`config.mk`:
```
export PLATFORM = sky130hd
export DESIGN_NAME = rpd_fifo
export DESIGN_NICKNAME = d
export VERILOG_FILES = /design/src/rtl/rpd_fifo.sv
export SDC_FILE = /design/constraint.sdc
export NUM_CORES = 1
export LEC_CHECK = 0
export ABC_AREA = 1
export BUFFER_PORTS_ARGS = -buffer_cell sky130_fd_sc_hd__buf_2
export CAP_MARGIN = 20
export CORE_MARGIN = 2
export CORE_UTILIZATION = 44
export CTS_BUF_LIST = sky130_fd_sc_hd__clkbuf_4
export DETAILED_ROUTE_END_ITERATION = 7
export GPL_TIMING_DRIVEN = 1
export PLACE_DENSITY_LB_ADDON = 0.1
export SLEW_MARGIN = 10
export SYNTH_ARGS = -nofsm -noshare
export SYNTH_HDL_FRONTEND = slang
export SYNTH_SLANG_ARGS = --single-unit
```
`constraint.sdc`:
```
create_clock -name clk -period 3.3 [get_ports clk]
set_input_delay 0.66 -clock clk [delete_from_list [all_inputs] [get_ports clk]]
set_output_delay 0.66 -clock clk [all_outputs]
set_load 0.02 [all_outputs]
```
`src/rtl/rpd_fifo.sv`:
```
// Small register queue between the front and back parts.
module rpd_fifo #(
    parameter int W     = 8,
    parameter int DEPTH = 2
) (
    input  logic         clk,
    input  logic         rst_n,
    input  logic         push,
    input  logic [W-1:0] wr_data,
    input  logic         pop,
    output logic [W-1:0] rd_data,
    output logic         full,
    output logic         empty
);
    localparam int PW = $clog2(DEPTH);
    localparam int CW = $clog2(DEPTH + 1);

    logic [W-1:0]  mem_reg [DEPTH];
    logic [PW-1:0] wr_ptr_reg;
    logic [PW-1:0] rd_ptr_reg;
    logic [CW-1:0] count_reg;

    assign full    = (count_reg == CW'(DEPTH));
    assign empty   = (count_reg == '0);
    assign rd_data = mem_reg[rd_ptr_reg];

    always_ff @(posedge clk)
    begin
        if (push)
        begin
            mem_reg[wr_ptr_reg] <= wr_data;
        end
    end

    always_ff @(posedge clk or negedge rst_n)
    begin
        if (!rst_n)
        begin
            wr_ptr_reg <= '0;
            rd_ptr_reg <= '0;
            count_reg  <= '0;
        end
        else
        begin
            if (push)
            begin
                wr_ptr_reg <= (wr_ptr_reg == PW'(DEPTH - 1)) ? '0 : wr_ptr_reg + 1'b1;
            end
            if (pop)
            begin
                rd_ptr_reg <= (rd_ptr_reg == PW'(DEPTH - 1)) ? '0 : rd_ptr_reg + 1'b1;
            end
            if (push && !pop)
            begin
                count_reg <= count_reg + 1'b1;
            end
            else if (pop && !push)
            begin
                count_reg <= count_reg - 1'b1;
            end
        end
    end
endmodule

```
==> reports/qor.txt <==
Synth area leaders - edfxtp_1 59%, mux2_4 15%, dfrtp_1 12%
GR Util All Layers - 10.6%
CP required - 2.64 ns
Post-DP HPWL - 811 um
Crit path kind - reg2out
Synth Flop Type - edfxtp_1
RSZ-0062 raised after global routing - no
Leakage power - 0.440 nW
DIE AREA - 0.00222 mm^2
Flop pwr share - 51.0%
Cell Area, Synth - 818 um^2
Die Span X - 47.1 um
Area share of the largest cell type after synthesis - 58.7%
# DRC - 0
Max_cap viols - 0
Ys Warns - 0
Asr flop ratio synth - 20.0%
Clock share of power - 14.0%
Largest net degree at the start of global routing - 12
Slew Limit Fails - 0
First-pass GRT wire length - 1570 um
Syn_area_per_cell - 16.4 um^2
Arr. time, crit path - 1.45 ns
Worst IR Drop VDD - 0.375 mV
GRT overflow - 0
Crit-path max FO - 9
Sw Pwr - 0.000260 W
Final Util - 55.6%
Top-count cell post-synth - edfxtp_1
CTS resizes - 0
CP endpoint kind - primary output
Cell count after synthesis - 50
Via count - 429
TNS Setup - 0 ns
Largest register FFs - 16
Fin. Hold Viols - 0
ANT cells - 0
DRT Pass-1 Iters - 4
Worst Setup Start Kind - flop
Pwr dens - 804 mW/mm^2
Share of total power in combinational logic - 35.0%
Initial antenna violation count - 0
Sw frac - 33.4%
Max Clock Skew - 0.000651 ns
Min Tclk post-route - 2.11 ns
# IOs - 22
# rows - 15
Transition time of the tightest slew-check pin - 0.680 ns
Setup-failing EPs final - 0
Num Clock Sinks - 20
CTS Buf Count - 3
Root Buffer - clkbuf_4
Tcrit/Tclk final - 63.8%
Number of synthesized register bits - 20
Initial Utilization - 46.9%
Clk buf depth - 2
Fillers - 155
Detail Route Antenna Nets - 0
Share of cells above drive strength 1 - 43.2%
IO buf count - 21
Placed cell areas - 943 um^2
Area grow syn2layout - 18.5%
Reg2Reg Depth - 1
Vias in the first global route - 390
Core ar. - 0.00175 mm^2
Clock Latency Late Sink - 0.28 ns
Largest area contributor in the netlist - edfxtp_1
Slew HR - 54.5%
Layout Nets - 88
Design area - 970 um^2
Worst min path class - in2async
CTS tree - done
Post-synth EDFFs - 16
Synth cell count leaders - 16 x edfxtp_1, 8 x mux2_4, 7 x inv_1, 5 x nand2_1, 4 x dfrtp_1
1st-iter DRT viols - 4
Outcome - completed
Net count after synthesis - 63
Die height - 47.1 um
H-tree depth - 1
Sequential share of the synthesized area - 70.9%
Setup Fix Bufs, Post-CTS - 0
Internal - 0.000519 W
Unique masters post-synth - 12
Final WL - 1040 um
Routed wire per std cell - 10.5 um
Clock transition at path regs - 0.10 ns
CTS Hold Bufs - 0
RePlAce Congestion - 0.734
Peak Freq - 0.475 GHz
Vias per Instance - 4.33
-- cells by family (layout without fill, tap and decap cells) --
logic type	count (synthesis)	after routing	synth area share [%]
flops	20	20	70.9
fa+ha+maj	1	1	1.53
simple gates	10	10	5.05
xor+xnor	3	3	3.21
buf+inv	8	32	4.59
mux	8	8	14.7
-- per-layer routing --
| metal | vias up | track usage (%) | wire length, um |
|---|---|---|---|
| li1 | 220 | - | - |
| met1 | 195 | 12.7 | 444 |
| met2 | 14 | 18.4 | 533 |
| met3 | 0 | 3.46 | 57 |
| met4 | 0 | 3.33 | 0 |
| met5 | - | 0 | 0 |
-- cell usage in the layout (no fill, tap or decap) --
cell	netlist	layout
buf_2	0	21
edfxtp_1	16	16
mux2_4	8	8
inv_1	7	7
nand2_1	5	5
dfrtp_1	4	4
nor2_1	3	3
clkbuf_4	0	3
xor2_1	2	2
nand3_1	1	1
nand4_1	1	1
xnor2_1	1	1
ha_1	1	1
clkinv_1	0	1
-- through the flow --
step                std cells  total power (W)  hold slack, ns  setup slack (ns)
finish                     99         0.000779           0.157              1.19
global route               99         0.000829           0.145              1.12
CTS                        99         0.000791           0.154              1.16
detailed placement         95         0.000683           0.476              1.49
floorplan                  50         0.000615           0.364              1.81
global placement           95         0.000678           0.473              1.51
-- area by class of cell --
class / count / area (um^2) / area share [%]
Multi-Input combinational cell: 22 / 200 / 20.6
Inverter: 7 / 26.3 / 2.71
Clock buffer: 3 / 22.5 / 2.32
Tap cell: 25 / 31.3 / 3.23
Clock inverter: 1 / 3.75 / 0.387
Timing Repair Buffer: 21 / 105 / 10.8
Sequential cell: 20 / 581 / 59.9
-- critical path, cell delays in order (launching register included) --
cell and delay (ns):
dfrtp_1 0.66, mux2_4 0.34, buf_2 0.16
-- power by group through the flow --
stage / clock network [W] / registers [W] / logic, W
after CTS: 0.000113 / 0.000400 / 0.000277
after floorplan: 0 / 0.000372 / 0.000244
after detailed placement: 0 / 0.000405 / 0.000278
after global routing: 0.000121 / 0.000407 / 0.000300
final: 0.000109 / 0.000398 / 0.000273
after global placement: 0 / 0.000404 / 0.000275
-- final timing paths --
check,to,slack [ns],start
worst max-delay path,rd_data[0],1.19,rd_ptr_reg
worst min-delay path,count_reg[1],0.16,rst_n
worst max register to register,mem_reg[0][1],1.98,wr_ptr_reg
worst min register to register,wr_ptr_reg,0.51,wr_ptr_reg
max in group asynchronous,rd_ptr_reg,3.02,rst_n
min in group clk,wr_ptr_reg,0.51,wr_ptr_reg
Note: power is estimated with default switching activity, not from simulation.
