`src/rtl/rpd_pkg.sv`:
```
// Shared constants, configuration struct and state type for the range to planar depth block.
package rpd_pkg;

    localparam int FOCAL_W    = 22;
    localparam int CENTER_W   = 20;
    localparam int FRAME_W    = 13;
    localparam int DEPTH_W    = 16;
    localparam int COORD_W    = 12;
    localparam int CFG_IDX_W  = 3;
    localparam int CFG_DATA_W = 22;
    localparam int FRAC_W     = 8;
    localparam int NORM_SHIFT = 16;
    localparam int LIMIT_W    = FRAME_W + 1;

    localparam logic [CFG_IDX_W-1:0] REG_FOCAL_X      = 3'd0;
    localparam logic [CFG_IDX_W-1:0] REG_FOCAL_Y      = 3'd1;
    localparam logic [CFG_IDX_W-1:0] REG_CENTER_X     = 3'd2;
    localparam logic [CFG_IDX_W-1:0] REG_CENTER_Y     = 3'd3;
    localparam logic [CFG_IDX_W-1:0] REG_FRAME_WIDTH  = 3'd4;
    localparam logic [CFG_IDX_W-1:0] REG_FRAME_HEIGHT = 3'd5;

    localparam logic [FOCAL_W-1:0]  FOCAL_X_RST      = 22'd122880;
    localparam logic [FOCAL_W-1:0]  FOCAL_Y_RST      = 22'd122880;
    localparam logic [CENTER_W-1:0] CENTER_X_RST     = 20'd81920;
    localparam logic [CENTER_W-1:0] CENTER_Y_RST     = 20'd61440;
    localparam logic [FRAME_W-1:0]  FRAME_WIDTH_RST  = 13'd640;
    localparam logic [FRAME_W-1:0]  FRAME_HEIGHT_RST = 13'd480;

    localparam logic [FOCAL_W-1:0]  FOCAL_MIN = 22'd256;

    typedef struct packed {
        logic [FOCAL_W-1:0]  focal_x;
        logic [FOCAL_W-1:0]  focal_y;
        logic [CENTER_W-1:0] center_x;
        logic [CENTER_W-1:0] center_y;
        logic [FRAME_W-1:0]  frame_width;
        logic [FRAME_W-1:0]  frame_height;
    } cfg_t;

    typedef enum logic [3:0] {
        BK_IDLE,
        BK_DIV_A,
        BK_DIV_B,
        BK_SQ_A,
        BK_SQ_B,
        BK_ROOT,
        BK_ROUND,
        BK_DIV_Z,
        BK_EMIT
    } back_state_t;

endpackage

```
`src/rtl/rpd_if.sv`:
```
// Stream interfaces for range samples in and depth results out.
interface rpd_in_if #(parameter int SAMPLE_BITS = 16);
    logic                   valid;
    logic                   ready;
    logic [SAMPLE_BITS-1:0] range_sample;

    modport source (output valid, output range_sample, input ready);
    modport sink   (input valid, input range_sample, output ready);
endinterface


```
`src/rtl/rpd_front.sv`:
```
// Front part: raster counters, last-pixel flag and principal point offsets.
module rpd_front #(
    parameter int MAX_WIDTH   = 4096,
    parameter int MAX_HEIGHT  = 4096,
    parameter int SAMPLE_BITS = 16,
    parameter int DXW         = 21,
    parameter int ENTRY_W     = SAMPLE_BITS + 2 * rpd_pkg::COORD_W + 1 + 2 * DXW
) (
    input  logic                 clk,
    input  logic                 rst_n,
    rpd_in_if.sink               in_ch,
    input  rpd_pkg::cfg_t        cfg,
    input  logic                 full,
    output logic                 push,
    output logic [ENTRY_W-1:0]   entry
);
    import rpd_pkg::*;

    localparam int CW = $clog2(MAX_WIDTH);
    localparam int HW = $clog2(MAX_HEIGHT);

    logic [CW-1:0]      col_reg;
    logic [HW-1:0]      row_reg;
    logic [LIMIT_W-1:0] w_use;
    logic [LIMIT_W-1:0] h_use;
    logic [LIMIT_W-1:0] fw;
    logic [LIMIT_W-1:0] fh;
    logic               row_end;
    logic               frame_end;
    logic [DXW-1:0]     px;
    logic [DXW-1:0]     py;
    logic [DXW-1:0]     cx;
    logic [DXW-1:0]     cy;
    logic [DXW-1:0]     dx;
    logic [DXW-1:0]     dy;

    assign fw = LIMIT_W'(cfg.frame_width);
    assign fh = LIMIT_W'(cfg.frame_height);

    always_comb
    begin
        priority if (fw == '0)
            w_use = LIMIT_W'(1);
        else if (fw > LIMIT_W'(MAX_WIDTH))
            w_use = LIMIT_W'(MAX_WIDTH);
        else
            w_use = fw;
        priority if (fh == '0)
            h_use = LIMIT_W'(1);
        else if (fh > LIMIT_W'(MAX_HEIGHT))
            h_use = LIMIT_W'(MAX_HEIGHT);
        else
            h_use = fh;
    end

    assign row_end   = (LIMIT_W'(col_reg) + LIMIT_W'(1)) >= w_use;
    assign frame_end = row_end && ((LIMIT_W'(row_reg) + LIMIT_W'(1)) >= h_use);

    assign px = DXW'(col_reg) << FRAC_W;
    assign py = DXW'(row_reg) << FRAC_W;
    assign cx = DXW'(cfg.center_x);
    assign cy = DXW'(cfg.center_y);
    assign dx = (px >= cx) ? px - cx : cx - px;
    assign dy = (py >= cy) ? py - cy : cy - py;

    assign in_ch.ready = !full;
    assign push        = in_ch.valid && !full;
    assign entry = {in_ch.range_sample, COORD_W'(col_reg), COORD_W'(row_reg),
                    frame_end, dx, dy};

    always_ff @(posedge clk or negedge rst_n)
    begin
        if (!rst_n)
        begin
            col_reg <= '0;
            row_reg <= '0;
        end
        else if (push)
        begin
            if (row_end)
            begin
                col_reg <= '0;
                row_reg <= frame_end ? '0 : row_reg + 1'b1;
            end
            else
            begin
                col_reg <= col_reg + 1'b1;
            end
        end
    end
endmodule

```
`src/flat_wrapper.sv`:
```
// flat-port wrapper written by rule: the top's interface ports become plain ports
module rpd_front_flat import rpd_pkg::*;
#(
    parameter int MAX_WIDTH   = 4096,
    parameter int MAX_HEIGHT  = 4096,
    parameter int SAMPLE_BITS = 16,
    parameter int DXW         = 21,
    parameter int ENTRY_W     = SAMPLE_BITS + 2 * rpd_pkg::COORD_W + 1 + 2 * DXW
)
  (clk, rst_n, cfg, full, push, entry, in_ch_valid, in_ch_range_sample, in_ch_ready);
  rpd_in_if #(.SAMPLE_BITS(SAMPLE_BITS)) in_ch_i ();
  input  logic clk;
  input  logic rst_n;
  input  rpd_pkg::cfg_t cfg;
  input  logic full;
  output logic push;
  output logic [ENTRY_W-1:0] entry;
  input wire logic [$bits(in_ch_i.valid)-1:0] in_ch_valid;
  input wire logic [$bits(in_ch_i.range_sample)-1:0] in_ch_range_sample;
  output wire logic [$bits(in_ch_i.ready)-1:0] in_ch_ready;
  assign in_ch_i.valid = in_ch_valid;
  assign in_ch_i.range_sample = in_ch_range_sample;
  assign in_ch_ready = in_ch_i.ready;
  rpd_front #(.MAX_WIDTH(MAX_WIDTH), .MAX_HEIGHT(MAX_HEIGHT), .SAMPLE_BITS(SAMPLE_BITS), .DXW(DXW), .ENTRY_W(ENTRY_W)) u_core (.clk(clk), .rst_n(rst_n), .in_ch(in_ch_i), .cfg(cfg), .full(full), .push(push), .entry(entry));
endmodule
```
`config.mk`:
```
export PLATFORM = sky130hd
export DESIGN_NAME = rpd_front_flat
export DESIGN_NICKNAME = d
export VERILOG_FILES = /design/src/rtl/rpd_pkg.sv /design/src/rtl/rpd_if.sv /design/src/rtl/rpd_front.sv /design/src/flat_wrapper.sv
export SDC_FILE = /design/constraint.sdc
export NUM_CORES = 1
export LEC_CHECK = 0
export ABC_CLOCK_PERIOD_IN_PS = 2900
export BUFFER_PORTS_ARGS = -buffer_cell sky130_fd_sc_hd__buf_2
export CORE_MARGIN = 4
export CORE_UTILIZATION = 30
export CTS_CLUSTER_SIZE = 10
export DETAILED_ROUTE_END_ITERATION = 8
export GPL_TIMING_DRIVEN = 0
export SYNTH_ARGS = -nofsm -noshare
export SYNTH_HDL_FRONTEND = slang
export SYNTH_SLANG_ARGS = --single-unit
export TNS_END_PERCENT = 20
```
`constraint.sdc`:
```
create_clock -name clk -period 2.9 [get_ports clk]
set_input_delay 0.145 -clock clk [delete_from_list [all_inputs] [get_ports clk]]
set_output_delay 0.145 -clock clk [all_outputs]
set_load 0.01 [all_outputs]
```
==> results.toml <==
[sta]
whs_ns = 0.239
finalClockSkew_ns = 0.0105
finalWorstSetupSlack_ns = -0.134
fin_crit_ns = 3.03
drv_slew = 0
setup_viol = 32
relSlewSlack_pct = 50.4
fmax_mhz = 330
rsz0062_at_grt = "yes"
final.period_utilization_pct = 105
worst_pin_slew_ns = 0.744
hold_viol_final = 0

[yosys]
ys_types = 63
synth_xor_area_share_pct = 10.1
synth_nets = 866
synth_area_um2 = 4880
ys_ff_latch = 24
syn_inst = 658
synth-compound-area-share_pct = 24.7
synth-main-ff-cell = "dfrtp_1"
synth_edf_count = 0
synth_top_family_by_area = "compound AO/OA/AOI/OAI gates"
ys_warn_count = 0
synthAdderAreaFrac_pct = 20.3
ys_seq_area_share_pct = 12.3
syn_area_per_cell_um2 = 7.41
postSynth.asyncResetShare_pct = 100
synth_simple_gate_area_share_pct = 19.3
synth_mux_area_share_pct = 2.82

[place]
gp_congestion = 0.846
dp_hpwl_mm = 11.9
port_buffers = 154

[finish]
layout_commonest_cell = "buf_2"
fin_nets = 1065
area_delta_synth_final_pct = 46.2
final_util_pct = 44.9
layout_common_cells = "buf_2, nand2_1, buf_4, inv_1, ha_1"
drive_gt1_share_pct = 42.2

[route]
wire_per_inst_um = 14.5
ant_nets = 0
drtPass1Iterations = 5
drt_wl_total_mm = 15.6
drc = 0
routed_via_density = 4.95
vias = 5312
first_iter_violations = 220

[global_route]
grt_antenna_before_repair = 1
first_global_vias = 4812
grt_first_pass_wirelength_mm = 23.6
grt_overflow = 0
grt_max_degree = 25
grt_usage_pct = 15.3

[floorplanning]
rows = 46
core_area_um2 = 15900
die_area_um2 = 18400
num_io_pins = 215
die_h_um = 135
die_x_um = 135
start_util_pct = 30.7

[clock_tree]
cts_buffers = 3
clk_latency_ns = 0.26
cts_buffer_depth = 2
cts_tree = "built"
clockRootBuffer = "clkbuf_16"
clkSlewWorstSetupHoldPaths_ns = 0.07
cts.sinks = 24
cts_max_level = 1

[critical_path]
critical_path.max_fanout = 3
arrival_ns = 2.89
r2r-end = "u_core.row_reg[10]"
crit_path_end_kind = "output port"
r2r_cells = 14
critPathLaunchType = "flop"
crit_required_ns = 2.76
worstReg2RegStart = "u_core.col_reg[4]"
worstSetupPathType = "flop to output port"
rrSetupSlack_ns = -0.10

[power_and_ir_drop]
power_uw = 5480
pwr_density_cell_nw_per_um2 = 769
sw_frac_of_total_pct = 48.1
p_switching_uw = 2640
p_seq_share_pct = 11.9
internal_power_uw = 2850
clockPowerShare_pct = 7.4
p_comb_share_pct = 80.7
p_leak_uw = 0.00339
ir_drop_uv = 263

[hold_path]
min_from = "in_ch_valid"
hold_class = "input pin to flop"
min_path_cells = 4
min_to = "u_core.col_reg[0]"

[status]
status = "finished with violations"
violations = "negative setup slack"

[job]
drv_cap = 0
-- cell usage after synthesis (17+ instances only) --
cell / number / share of area [%]
o21ai_0: 37 / 3.8
nand3_1: 17 / 1.7
nand2_1: 79 / 6.1
clkbuf_1: 24 / 1.8
xnor2_1: 39 / 7.0
a21oi_1: 43 / 4.4
ha_1: 76 / 20
nor2_1: 33 / 2.5
dfrtp_1: 24 / 12
inv_1: 63 / 4.8
buf_4: 20 / 3.1
xor2_1: 17 / 3.1
a21o_1: 28 / 4.3
-- power groups by stage --
| stage | logic, µW | clock network, µW | registers, µW |
|---|---|---|---|
| after floorplan | 2400 | 0 | 659 |
| after global placement | 3480 | 0 | 679 |
| after detailed placement | 3500 | 0 | 678 |
| after CTS | 4020 | 412 | 638 |
| after global routing | 4850 | 418 | 674 |
| final | 4430 | 407 | 652 |
-- layout make-up --
type / count / area [µm²]
fill: 1592 / 8760
multi-input combinational: 521 / 4390
timing repair buffer: 208 / 1230
sequential: 24 / 616
buffer: 35 / 277
tap: 216 / 270
inverter: 64 / 240
clock buffer: 3 / 75.1
clock inverter: 1 / 30.0
antenna: 1 / 2.50
-- critical path, cell delays in order (launching register included) --
cell	delay, ns
dfrtp_2	0.43
buf_6	0.14
ha_4	0.25
nor3b_4	0.26
nand4_1	0.20
o221ai_2	0.28
o21bai_4	0.19
mux2_4	0.32
a221oi_2	0.26
xnor2_1	0.14
buf_2	0.14
-- routing by layer --
layer	up-vias	part of all wire, %	track usage [%]
met5	-	0	0
met1	2474	46	21.1
li1	2704	-	-
met3	12	3.8	1.34
met2	122	49	26.0
met4	0	1.2	3.19
-- stage by stage --
step / std cells / TNS [ns] / setup WS (ns) / area, µm²
floorplan: 658 / 0 / 0.0164 / 4940
global placement: 1028 / -10.88 / -0.683 / 5980
detailed placement: 1028 / -10.35 / -0.639 / 5980
CTS: 1048 / -1.26 / -0.160 / 6630
global route: 1073 / -8.14 / -0.264 / 7130
finish: 1073 / -1.64 / -0.134 / 7130
-- what timing repair did --
| action | CTS | global route |
|---|---|---|
| endpoints found under the hold margin | 24 | 0 |
| setup buffers | 31 | 24 |
| gates resized for setup | 80 | 72 |
| hold buffers | 1 | 0 |
| endpoints found under the setup margin | 64 | 63 |
| gates cloned | 0 | 1 |
| pin swaps | 28 | 38 |
-- cells by family (layout without fill, tap and decap cells) --
logic type,after synthesis,count (layout)
multiplexers,13,13
flip-flops,24,24
buffers and inverters,113,311
AND/OR/NAND/NOR,193,193
XOR/XNOR,56,56
other,0,1
adder cells (fa/ha/maj),78,78
AO/OA/AOI/OAI,181,181
-- worst max-delay path by stage --
stage	slack (ns)	startpoint	to	cells after the start
final	-0.13	u_core.row_reg[0]	entry[18]	10
after CTS	-0.16	u_core.row_reg[0]	entry[18]	11
after global routing	-0.26	u_core.row_reg[5]	entry[18]	10
after floorplan	0.02	u_core.col_reg[2]	u_core.col_reg[2]	15
after global placement	-0.68	u_core.row_reg[1]	entry[42]	15
after detailed placement	-0.64	u_core.row_reg[1]	entry[42]	15
No activity file was read; power rests on OpenSTA's default activity.
